[src/rtl/grl_pkg.sv]
`timescale 1ns / 1ps
package grl_pkg;

  localparam int unsigned CELL_W = 10;
  localparam int unsigned CNT_W  = 11;
  localparam int unsigned ID_W   = 16;
  localparam logic [ID_W-1:0] ID_MAX = 16'hFFFF;

  localparam logic [1:0] MODE_CLEAR = 2'd0;
  localparam logic [1:0] MODE_LINK  = 2'd1;
  localparam logic [1:0] MODE_FLOOD = 2'd2;
  localparam logic [1:0] MODE_QUERY = 2'd3;

  localparam logic [1:0] STAT_OK    = 2'd0;
  localparam logic [1:0] STAT_RANGE = 2'd1;
  localparam logic [1:0] STAT_FULL  = 2'd2;

  typedef struct packed {
    logic [1:0]        mode;
    logic [CELL_W-1:0] cell_a;
    logic [CELL_W-1:0] cell_b;
  } in_item_t;

  typedef struct packed {
    logic [1:0]       status;
    logic [CNT_W-1:0] region_count;
    logic             connected;
  } out_item_t;

  typedef enum logic [4:0] {
    OP_NONE,
    OP_TAKE,
    OP_CLR_STEP,
    OP_BAD,
    OP_ADD_READ,
    OP_ADD_WRITE,
    OP_Q_READ_A,
    OP_Q_READ_B,
    OP_Q_DONE,
    OP_SEED_READ,
    OP_SEED_SKIP,
    OP_SEED_NEW,
    OP_FLOOD_END,
    OP_WALK_END,
    OP_POP,
    OP_CUR,
    OP_LCNT,
    OP_LINK_READ,
    OP_TGT_SKIP,
    OP_TGT_READ,
    OP_TLAB
  } dp_op_e;

  typedef enum logic [4:0] {
    ST_INIT,
    ST_IDLE,
    ST_CLR_ALL,
    ST_CLR_LAB,
    ST_ADD,
    ST_ADD_WR,
    ST_QRY,
    ST_QRY_B,
    ST_QRY_C,
    ST_SEED,
    ST_SEED_CHK,
    ST_POP,
    ST_CUR,
    ST_LCNT,
    ST_LINK,
    ST_TGT,
    ST_TLAB,
    ST_RESP
  } ctrl_state_e;

  typedef struct packed {
    dp_op_e op;
    logic   clr_cnt;
    logic   load_out;
  } dp_cmd_t;

  typedef struct packed {
    logic bad_idx;
    logic clr_done;
    logic seed_end;
    logic label_nz;
    logic depth_zero;
    logic slot_end;
    logic tgt_bad;
    logic out_busy;
  } dp_sts_t;

endpackage

[src/rtl/grl_ctrl.sv]
`timescale 1ns / 1ps
module grl_ctrl (
  input  logic             clk_i,
  input  logic             rst_ni,
  input  logic             in_valid_i,
  input  logic [1:0]       in_mode_i,
  output logic             in_stall_o,
  output grl_pkg::dp_cmd_t cmd_o,
  input  grl_pkg::dp_sts_t sts_i
);
  import grl_pkg::*;

  ctrl_state_e state_q, state_d;

  assign in_stall_o = (state_q != ST_IDLE);

  always_ff @(posedge clk_i or negedge rst_ni) begin
    if (!rst_ni) state_q <= ST_INIT;
    else         state_q <= state_d;
  end

  always_comb begin
    state_d = state_q;
    cmd_o.op = OP_NONE;
    cmd_o.clr_cnt = 1'b0;
    cmd_o.load_out = 1'b0;
    case (state_q)
      ST_INIT: begin
        cmd_o.clr_cnt = 1'b1;
        if (sts_i.clr_done) state_d = ST_IDLE;
        else cmd_o.op = OP_CLR_STEP;
      end
      ST_IDLE: begin
        if (in_valid_i) begin
          cmd_o.op = OP_TAKE;
          case (in_mode_i)
            MODE_CLEAR: state_d = ST_CLR_ALL;
            MODE_LINK:  state_d = ST_ADD;
            MODE_FLOOD: state_d = ST_CLR_LAB;
            MODE_QUERY: state_d = ST_QRY;
            default:    state_d = ST_IDLE;
          endcase
        end
      end
      ST_CLR_ALL: begin
        cmd_o.clr_cnt = 1'b1;
        if (sts_i.clr_done) state_d = ST_RESP;
        else cmd_o.op = OP_CLR_STEP;
      end
      ST_CLR_LAB: begin
        if (sts_i.clr_done) state_d = ST_SEED;
        else cmd_o.op = OP_CLR_STEP;
      end
      ST_ADD: begin
        if (sts_i.bad_idx) begin
          cmd_o.op = OP_BAD;
          state_d = ST_RESP;
        end else begin
          cmd_o.op = OP_ADD_READ;
          state_d = ST_ADD_WR;
        end
      end
      ST_ADD_WR: begin
        cmd_o.op = OP_ADD_WRITE;
        state_d = ST_RESP;
      end
      ST_QRY: begin
        if (sts_i.bad_idx) begin
          cmd_o.op = OP_BAD;
          state_d = ST_RESP;
        end else begin
          cmd_o.op = OP_Q_READ_A;
          state_d = ST_QRY_B;
        end
      end
      ST_QRY_B: begin
        cmd_o.op = OP_Q_READ_B;
        state_d = ST_QRY_C;
      end
      ST_QRY_C: begin
        cmd_o.op = OP_Q_DONE;
        state_d = ST_RESP;
      end
      ST_SEED: begin
        if (sts_i.seed_end) begin
          cmd_o.op = OP_FLOOD_END;
          state_d = ST_RESP;
        end else begin
          cmd_o.op = OP_SEED_READ;
          state_d = ST_SEED_CHK;
        end
      end
      ST_SEED_CHK: begin
        if (sts_i.label_nz) begin
          cmd_o.op = OP_SEED_SKIP;
          state_d = ST_SEED;
        end else begin
          cmd_o.op = OP_SEED_NEW;
          state_d = ST_POP;
        end
      end
      ST_POP: begin
        if (sts_i.depth_zero) begin
          cmd_o.op = OP_WALK_END;
          state_d = ST_SEED;
        end else begin
          cmd_o.op = OP_POP;
          state_d = ST_CUR;
        end
      end
      ST_CUR: begin
        cmd_o.op = OP_CUR;
        state_d = ST_LCNT;
      end
      ST_LCNT: begin
        cmd_o.op = OP_LCNT;
        state_d = ST_LINK;
      end
      ST_LINK: begin
        if (sts_i.slot_end) begin
          state_d = ST_POP;
        end else begin
          cmd_o.op = OP_LINK_READ;
          state_d = ST_TGT;
        end
      end
      ST_TGT: begin
        // drop targets left stale by a lowered cell count
        if (sts_i.tgt_bad) begin
          cmd_o.op = OP_TGT_SKIP;
          state_d = ST_LINK;
        end else begin
          cmd_o.op = OP_TGT_READ;
          state_d = ST_TLAB;
        end
      end
      ST_TLAB: begin
        cmd_o.op = OP_TLAB;
        state_d = ST_LINK;
      end
      ST_RESP: begin
        if (!sts_i.out_busy) begin
          cmd_o.load_out = 1'b1;
          state_d = ST_IDLE;
        end
      end
      default: state_d = ST_IDLE;
    endcase
  end

endmodule

[config.mk]
export PLATFORM = sky130hd
export DESIGN_NAME = grl_ctrl
export DESIGN_NICKNAME = d
export VERILOG_FILES = /design/src/rtl/grl_pkg.sv /design/src/rtl/grl_ctrl.sv
export SDC_FILE = /design/constraint.sdc
export NUM_CORES = 1
export LEC_CHECK = 0
export BUFFER_PORTS_ARGS = -buffer_cell sky130_fd_sc_hd__buf_2
export CAP_MARGIN = 0
export CORE_UTILIZATION = 25
export CTS_CLUSTER_DIAMETER = 200
export DETAILED_ROUTE_END_ITERATION = 7
export PLACE_DENSITY_LB_ADDON = 0.25
export SLEW_MARGIN = 10
export SYNTH_ARGS = -nofsm -noshare
export SYNTH_HDL_FRONTEND = slang
export SYNTH_SLANG_ARGS = --single-unit
[constraint.sdc]
create_clock -name clk_i -period 1.92 [get_ports clk_i]
set_input_delay 0.192 -clock clk_i [delete_from_list [all_inputs] [get_ports clk_i]]
set_output_delay 0.192 -clock clk_i [all_outputs]
set_load 0.01 [all_outputs]
==> flow_metrics.tcl, run 1 <==
set metrics [dict create \
    hpwlAfterDp_um 1780 \
    path_class "reg2out" \
    yosys.area.top_type_share_pct 16.3 \
    cp.arrival_ps 1670 \
    ys_seq_area_share_pct 16.3 \
    tightest_slew_ps 329 \
    routed_wl_um 2390 \
    syn_area_um2 767 \
    finalSetupViolCount 0 \
    drt_iter0_drc 55 \
    worst-path-max-fanout 19 \
    synth_edf_count 0 \
    ctsRootBufferMaster "clkbuf_4" \
    slew_headroom_pct 77.9 \
    fmax_mhz 538 \
    synth_cells 106 \
    synth_area_per_cell_um2 7.24 \
    htreeDepth 1 \
    synth_flop_cell "dfrtp_1" \
    fp.dieArea_um2 3290 \
    drt-pass1-iter-count 6 \
    layout_setup_ws_ps 60.5 \
    grt_pass1_wl_um 3820 \
    regMostFlops "state_q" \
    drive_gt1_share_pct 39.4 \
    antenna_found_initial 0 \
    netlist_top_cells_count "a21oi_1, nand2_1, nand2b_1, nor2_1, o21ai_0" \
    nNetsFinal 151 \
    synth_most_common_cell "a21oi_1" \
    power_density_nw_per_um2 1640 \
    worst_hold_slack_ps 224 \
    grt_pass1_vias 830 \
    grt_util_all_layers_pct 14.9 \
    yosysTopAreaCell "dfrtp_1" \
    ys_warn_count 0 \
    n_antenna_cell 0 \
    worstSetupEndpointType "primary output" \
    ir_drop_uv 514 \
    hold_viol_final 0 \
    start_util_pct 27.1 \
    synth_seq_cells 5 \
    vias 913 \
    p_leak_nw 0.432 \
    fp.coreArea_um2 2830 \
    grt-ovfl-total 0 \
    startpoint_type "register" \
    die_h_um 57.4 \
    clkTransAtPathRegs_ps 40 \
    numCtsBuffers 3 \
    grt_max_degree 20 \
    worstPathRequired_ps 1730 \
    ys_async_sr_fraction_pct 100 \
    finalCriticalPeriod_ps 1860 \
    place.gp.congestion 0.863 \
    synth_cell_types 38 \
    synth_area_leaders "dfrtp_1, a21oi_1, nand2b_1" \
    viasPerCell 5.43 \
    fp-row-count 19 \
    clk_latency_ps 240 \
    cts_tree "done" \
    violations "DRC" \
    pre_cts_ws_ps 150 \
    grt.busiest_layer "met2" \
    areaGrowthSynthToFinish_pct 32.3 \
    reg_top3 "state_q: 5 flops" \
    grt_use_met3_pct 4.54 \
    grtUsageMet2_pct 22.9 \
    io_buffers 20 \
    use_met1_pct 21.2 \
    skew_ps 2.02 \
    fp.dieW_um 57.4 \
    hold_path_class "in2reg" \
    cap_viol_max_count 0 \
    cts.sinks 5 \
    rsz0062_at_grt "true" \
    clockBufferDepth 2 \
    status "finished, violations left" \
    avgRoutedWirePerCell_um 14.2 \
    drc 3 \
    slew_violations 0 \
    largest_reg_flops 5 \
    fin_crit_sh_pct 96.8 \
    syn_nets 119 \
    antenna_left 0 \
    io_pins 21 \
]
## worst max-delay path: stages, from the launching register on
cell and delay [ps]:
dfrtp_2 440, buf_4 210, or3_1 390, a21o_1 210, nand2_1 60, buf_2 120
## per-layer routing
metal,wire length [um],share of wire [%]
met5,0,0
met4,2,0.084
met3,157,6.6
met2,1140,48
met1,1080,45
## final timing paths
path / from / to / slack [ps] / depth (start not counted)
min in group asynchronous: rst_ni / state_q[4] / 290 / 2
hold reg to reg: state_q[2] / state_q[0] / 720 / 2
setup reg to reg: state_q[0] / state_q[0] / 230 / 5
hold / removal: sts_i[0] / state_q[4] / 220 / 3
max in group asynchronous: rst_ni / state_q[3] / 1490 / 2
setup / recovery: state_q[2] / cmd_o[3] / 60 / 5
## what timing repair did
| item | 4_1_cts | 5_1_grt |
|---|---|---|
| cloned | 0 | 0 |
| hold buffers | 1 | 0 |
| hold endpoints to repair | 5 | 0 |
| setup endpoints to repair | 4 | 3 |
| setup buffers | 0 | 9 |
| gates resized for setup | 8 | 2 |
## power by group
part	internal (mW)	leakage, nW	switching [mW]
logic	0.604	0.359	0.651
registers	0.155	0.0581	0.133
clock network	0.0785	0.0150	0.0428
total	0.837	0.432	0.827
## kinds of logic (layout without fill, tap and decap cells)
group | count (synthesis) | in the layout | share of synthesized area [%]
AND/OR/NAND/NOR | 43 | 43 | 33.1
AO/OA/AOI/OAI | 42 | 42 | 36.4
buffers and inverters | 15 | 46 | 12.7
flip-flops | 5 | 5 | 16.3
multiplexers | 1 | 1 | 1.47
## through the flow
step	area (um2)	std cells	utilization, %	total power [mW]	TNS, ps
after floorplan	767	106	-	1.11	0
after global placement	880	154	31.1	1.38	0
after detailed placement	880	154	31.1	1.37	0
after CTS	938	159	33.2	1.55	0
after global routing	1010	168	35.9	1.81	-8.55
final	1010	168	35.9	1.66	0
## cells in the final DEF, fill, tap and decap left out, types with 4 or more instances in the layout
cell,count
dfrtp_2,5
nand2b_1,7
a21oi_1,13
nand2_1,10
inv_1,5
buf_2,20
o21ai_0,7
nor2_1,6
o22ai_1,4
buf_4,16
## final cells by class
type | instances | area [um2]
clock buffers | 4 | 26.3
well taps | 31 | 38.8
repair buffers | 37 | 230
fillers | 310 | 1810
multi-input cells | 86 | 569
flip-flops and latches | 5 | 131
inverters | 5 | 18.8
Note: power is estimated with default switching activity, not from simulation.
==> inputs of run 2 (changes only) <==
- clock period: 1.92 -> 1.7 ns (I/O delays scaled with it)
==> run 2 against run 1 <==
The flow finishes with violations (DRC, setup timing). Sequential power fell by 3%. Utilization rose by 5.9 points. Critical path depth rose by 2. First-iteration DRC count fell by 33%. Clock-buffer cell count did not move. Global-route usage rose by 2.8 points. Via count rose by 11%. Flip-flop and latch count did not move. Sequential share of layout area fell by 1.8 points. Non-clock buffer count rose by 12. Register-to-register slack got worse by 210 ps. Worst hold slack got worse by 10 ps. Largest cell class unchanged. Highest routed layer unchanged.
==> flow_metrics.tcl, run 2 (same netlist as run 1, synthesis figures left out) <==
set metrics [dict create \
    crit_buf_inv 2 \
    n_antenna_cell 0 \
    io_pins 21 \
    areaGrowthSynthToFinish_pct 54.0 \
    place.gp.congestion 0.899 \
    grt_util_all_layers_pct 17.7 \
    clockBufferDepth 2 \
    fin_crit_sh_pct 103 \
    power_density_nw_per_um2 1900 \
    fin_area_um2 1180 \
    grt_max_degree 12 \
    die_h_um 57.4 \
    routed_wl_um 2690 \
    place_area_um2 937 \
    drive_gt1_share_pct 49.7 \
    most-common-layout-cells "buf_4, buf_2, a21oi_1, nand2_1" \
    path_class "reg2out" \
    fin_util_pct 41.8 \
    fp-row-count 19 \
    hpwlAfterDp_um 1870 \
    reg_top3 "state_q: 5 flops" \
    rsz0062_at_grt "true" \
    cap_viol_max_count 0 \
    htreeDepth 1 \
    hold_viol_final 0 \
    skew_ps 4.25 \
    drc 3 \
    tightest_slew_ps 348 \
    viasPerCell 5.63 \
    regMostFlops "state_q" \
    start_util_pct 27.1 \
    startpoint_type "register" \
    clkTransAtPathRegs_ps 40 \
    io_buffers 20 \
    status "finished, violations left" \
    numCtsBuffers 3 \
    antenna_found_initial 0 \
    slowest_delay_ps 450 \
    fp.dieArea_um2 3290 \
    grt_pass1_wl_um 4570 \
    path_cells "buf_6, nand2_4, nor2_2, a22o_1, a22oi_2, nand3_1, buf_2" \
    violations "DRC, setup timing" \
    avgRoutedWirePerCell_um 14.9 \
    hold_path_class "in2reg" \
    slew_violations 0 \
    cts_tree "done" \
    finalPower_mw 2.25 \
    fp.dieW_um 57.4 \
    worstPathRequired_ps 1530 \
    ir_drop_uv 425 \
    slew_headroom_pct 76.5 \
    clk_latency_ps 240 \
    cpMaxStageDelayCell "dfrtp_2" \
    reg2reg_setup_slack_ps 20 \
    vias 1014 \
    drt-pass1-iter-count 6 \
    largest_reg_flops 5 \
    cts.sinks 5 \
    worstSetupEndpointType "primary output" \
    mostFrequentLayoutCell "buf_4" \
    nNetsFinal 163 \
    grt-ovfl-total 0 \
    layout_setup_ws_ps -57.2 \
    finalCriticalPeriod_ps 1760 \
    fmax_mhz 569 \
    worst-path-max-fanout 5 \
    grt_pass1_vias 1030 \
    ctsRootBufferMaster "clkbuf_4" \
    fp.coreArea_um2 2830 \
    drt_iter0_drc 37 \
    cpLargestDelayFamily "flip-flops" \
    p_leak_nw 0.515 \
    finalSetupViolCount 2 \
    cp.arrival_ps 1590 \
    antenna_left 0 \
]
[run 2: worst reg2reg max path: stages (launching register included)]
cell and delay [ps]:
dfrtp_2 450, buf_6 160, buf_4 150, nor4b_1 330, a31oi_1 80, a21oi_1 230, a21oi_1 70, o22ai_1 120
[run 2: path summary, 6_finish.rpt]
| path | from | endpoint | cells after the start |
|---|---|---|---|
| setup / recovery | state_q[0] | cmd_o[2] | 7 |
| hold / removal | sts_i[0] | state_q[4] | 3 |
| setup reg to reg | state_q[0] | state_q[4] | 7 |
| hold reg to reg | state_q[4] | state_q[3] | 2 |
| max in group asynchronous | rst_ni | state_q[3] | 2 |
| min in group asynchronous | rst_ni | state_q[4] | 2 |
[run 2: layout make-up]
class,instances,area (um2)
Fill cell,281,1650
Multi-Input combinational cell,86,616
Timing Repair Buffer,49,348
Sequential cell,5,131
Tap cell,31,38.8
Clock buffer,4,26.3
Inverter,5,21.3
[run 2: power breakdown]
group	leakage (nW)	internal (mW)	switching, mW
clock	0.0150	0.0887	0.0479
sequential	0.0581	0.176	0.104
combinational	0.442	0.907	0.925
[run 2: timing repair]
action | CTS | global route
pin swaps | 4 | 7
endpoints found under the hold margin | 5 | 0
endpoints found under the setup margin | 4 | 4
resized for setup | 19 | 12
hold buffers | 1 | 0
setup buffers | 13 | 3
[run 2: per-stage QoR]
stage	setup WS, ps	cells	hold WS [ps]	TNS, ps
6_report	-57.2	180	213	-61.1
5_1_grt	-95.6	180	227	-308
4_1_cts	-43.1	177	205	-80.4
3_5_place_dp	22.8	160	-16.1	0
3_3_place_gp	39.8	160	-11.2	0
2_1_floorplan	202	106	-126	0
[run 2: metal layers]
| layer | GRT usage [%] | up-vias | part of all wire (%) |
|---|---|---|---|
| met2 | 30.1 | 46 | 52 |
| met4 | 5.92 | 0 | 1.8 |
| li1 | - | 484 | - |
| met3 | 3.17 | 6 | 5.6 |
| met1 | 22.4 | 478 | 41 |
| met5 | 0 | - | 0 |
==> inputs of run 3 (changes only) <==
- ABC_AREA: not set -> 1
==> run 3 against run 2 <==
The run ends with setup timing left. Critical path type unchanged. Sequential share of layout area grew 1.2 points. Die area is 4.4% lower. Register-to-register slack improved by 160 ps. Critical path depth is 1 higher.
==> flow_metrics.tcl, run 3 <==
set metrics [dict create \
    status "finished, violations left" \
    violations "setup timing" \
    synth_flop_cell "dfrtp_1" \
    cap_viol_max_count 0 \
    ys_seq_area_share_pct 17.1 \
    synth_edf_count 0 \
    grt_util_all_layers_pct 15.6 \
    worst_hold_slack_ps 270 \
    synth_area_leaders "dfrtp_1, nand2_1, nand3_1" \
    grt_pass1_vias 956 \
    p_leak_nw 0.574 \
    synth_cells 129 \
    tightest_slew_ps 251 \
    clk_latency_ps 240 \
    grt-ovfl-total 0 \
    fp.dieW_um 56.1 \
    antenna_found_initial 0 \
    hpwlAfterDp_um 1870 \
    io_pins 21 \
    grt_pass1_wl_um 3960 \
    viasPerCell 5.11 \
    fp.coreArea_um2 2760 \
    startpoint_type "register" \
    reg_top3 "state_q: 5 flops" \
    n_antenna_cell 0 \
    worstPathRequired_ps 1530 \
    yosysTopAreaCell "dfrtp_1" \
    clockBufferDepth 2 \
    n_fill_cell 295 \
    netlist_top_cells_count "nand2_1, nor2_1, nand3_1" \
    drt-pass1-iter-count 4 \
    start_util_pct 26.5 \
    avgRoutedWirePerCell_um 12.1 \
    htreeDepth 1 \
    most-common-layout-cells "nand2_1, buf_2, nand3_1, nor2_1" \
    hold_viol_final 0 \
    layout_setup_ws_ps -25.1 \
    switchingPower_mw 0.870 \
    hold_depth 3 \
    layout.area.seq_um2 130 \
    slew_headroom_pct 83.2 \
    drt_iter0_drc 49 \
    antenna_left 0 \
    slew_violations 0 \
    cts_tree "done" \
    numCtsBuffers 3 \
    fp.dieArea_um2 3150 \
    synth_cell_types 24 \
    synth_seq_cells 5 \
    syn_nets 142 \
    nNetsFinal 177 \
    fmax_mhz 580 \
    place.gp.congestion 0.889 \
    io_buffers 20 \
    ys_async_sr_fraction_pct 100 \
    cp.arrival_ps 1560 \
    comb_power_share_pct 75.5 \
    grt_max_degree 13 \
    cts.sinks 5 \
    pre_cts_ws_ps 68.3 \
    finalSetupViolCount 2 \
    p_seq_share_pct 15.9 \
    clkPwrFrac_pct 8.6 \
    power_density_nw_per_um2 1520 \
    worst-path-max-fanout 5 \
    regMostFlops "state_q" \
    hold_path_class "in2reg" \
    ys_warn_count 0 \
    largest_reg_flops 5 \
    finalCriticalPeriod_ps 1730 \
    drive_gt1_share_pct 44.8 \
    yosys.area.top_type_share_pct 17.1 \
    ir_drop_uv 798 \
    drc 0 \
    multi_input_area_um2 589 \
    p_int_mw 0.730 \
    syn_area_um2 732 \
    clkTransAtPathRegs_ps 40 \
    skew_ps 5.21 \
    ctsRootBufferMaster "clkbuf_4" \
    fin_util_pct 38.2 \
    die_h_um 56.1 \
    synth_area_per_cell_um2 5.67 \
    areaGrowthSynthToFinish_pct 44.1 \
    vias 992 \
    fp-row-count 19 \
    routed_wl_um 2340 \
    synth_most_common_cell "nand2_1" \
    netSwitchingFraction_pct 54.4 \
    fin_crit_sh_pct 101 \
    worstRegToRegCells 10 \
    worstSetupEndpointType "primary output" \
    path_class "reg2out" \
    rsz0062_at_grt "true" \
    mostFrequentLayoutCell "nand2_1" \
]
-- run 3: cells by family after synthesis --
kind of cell | share of synthesized area (%)
AOI/OAI and AO/OA | 14.4
buffers and inverters | 12.6
DFF | 17.1
and+or+nand+nor | 55.9
-- run 3: power groups by stage --
stage	Sequential, mW	Combinational [mW]	Clock (mW)
2_1_floorplan	0.203	0.731	0
3_3_place_gp	0.231	0.979	0
3_5_place_dp	0.234	0.983	0
4_1_cts	0.241	1.09	0.143
5_1_grt	0.263	1.34	0.156
6_report	0.255	1.21	0.137
-- run 3: per-layer routing --
layer,part of all wire (%),vias up,track usage [%],routed length (um)
met5,0,-,0,0
met4,1.7,0,4.88,40
met3,5.8,4,3.72,137
met2,51,44,28.4,1200
met1,41,454,17.8,968
li1,-,490,-,-
-- run 3: area by class of cell --
type                            count  share of cell area [%]
Timing Repair Buffer               32                    18.6
Inverter                           19                    7.00
Tap cell                           31                    3.68
Clock buffer                        4                    2.49
Sequential cell                     5                    12.3
Multi-Input combinational cell    103                    55.9
-- run 3: worst paths after layout --
check	end	slack [ps]	start
setup / recovery	cmd_o[3]	-30	state_q[0]
hold / removal	state_q[4]	270	sts_i[0]
setup reg to reg	state_q[0]	180	state_q[0]
hold reg to reg	state_q[1]	660	state_q[1]
max in group asynchronous	state_q[0]	1270	rst_ni
min in group asynchronous	state_q[1]	280	rst_ni
-- run 3: worst max-delay path: stages, from the launching register on --
cell and delay [ps]:
dfrtp_2 450, inv_4 60, nor2_4 180, nor2_1 60
nand2_1 90, o21ai_1 70, a21oi_1 150, nand4_1 100
buf_2 150
-- run 3: timing repair --
| item | in CTS | in global routing |
|---|---|---|
| pin swaps | 6 | 9 |
| hold buffers | 1 | 0 |
| buffers inserted | 5 | 2 |
| setup endpoints to repair | 5 | 4 |
| gates resized for setup | 14 | 17 |
| hold endpoints to repair | 5 | 0 |
-- run 3: metrics by stage --
stage	setup TNS [ps]	std cells	area, um2	power (mW)
after floorplan	0	129	732	0.934
after global routing	-339	194	1050	1.76
after CTS	-49.9	192	983	1.48
after detailed placement	0	182	882	1.22
final	-34.4	194	1050	1.60
after global placement	0	182	882	1.21
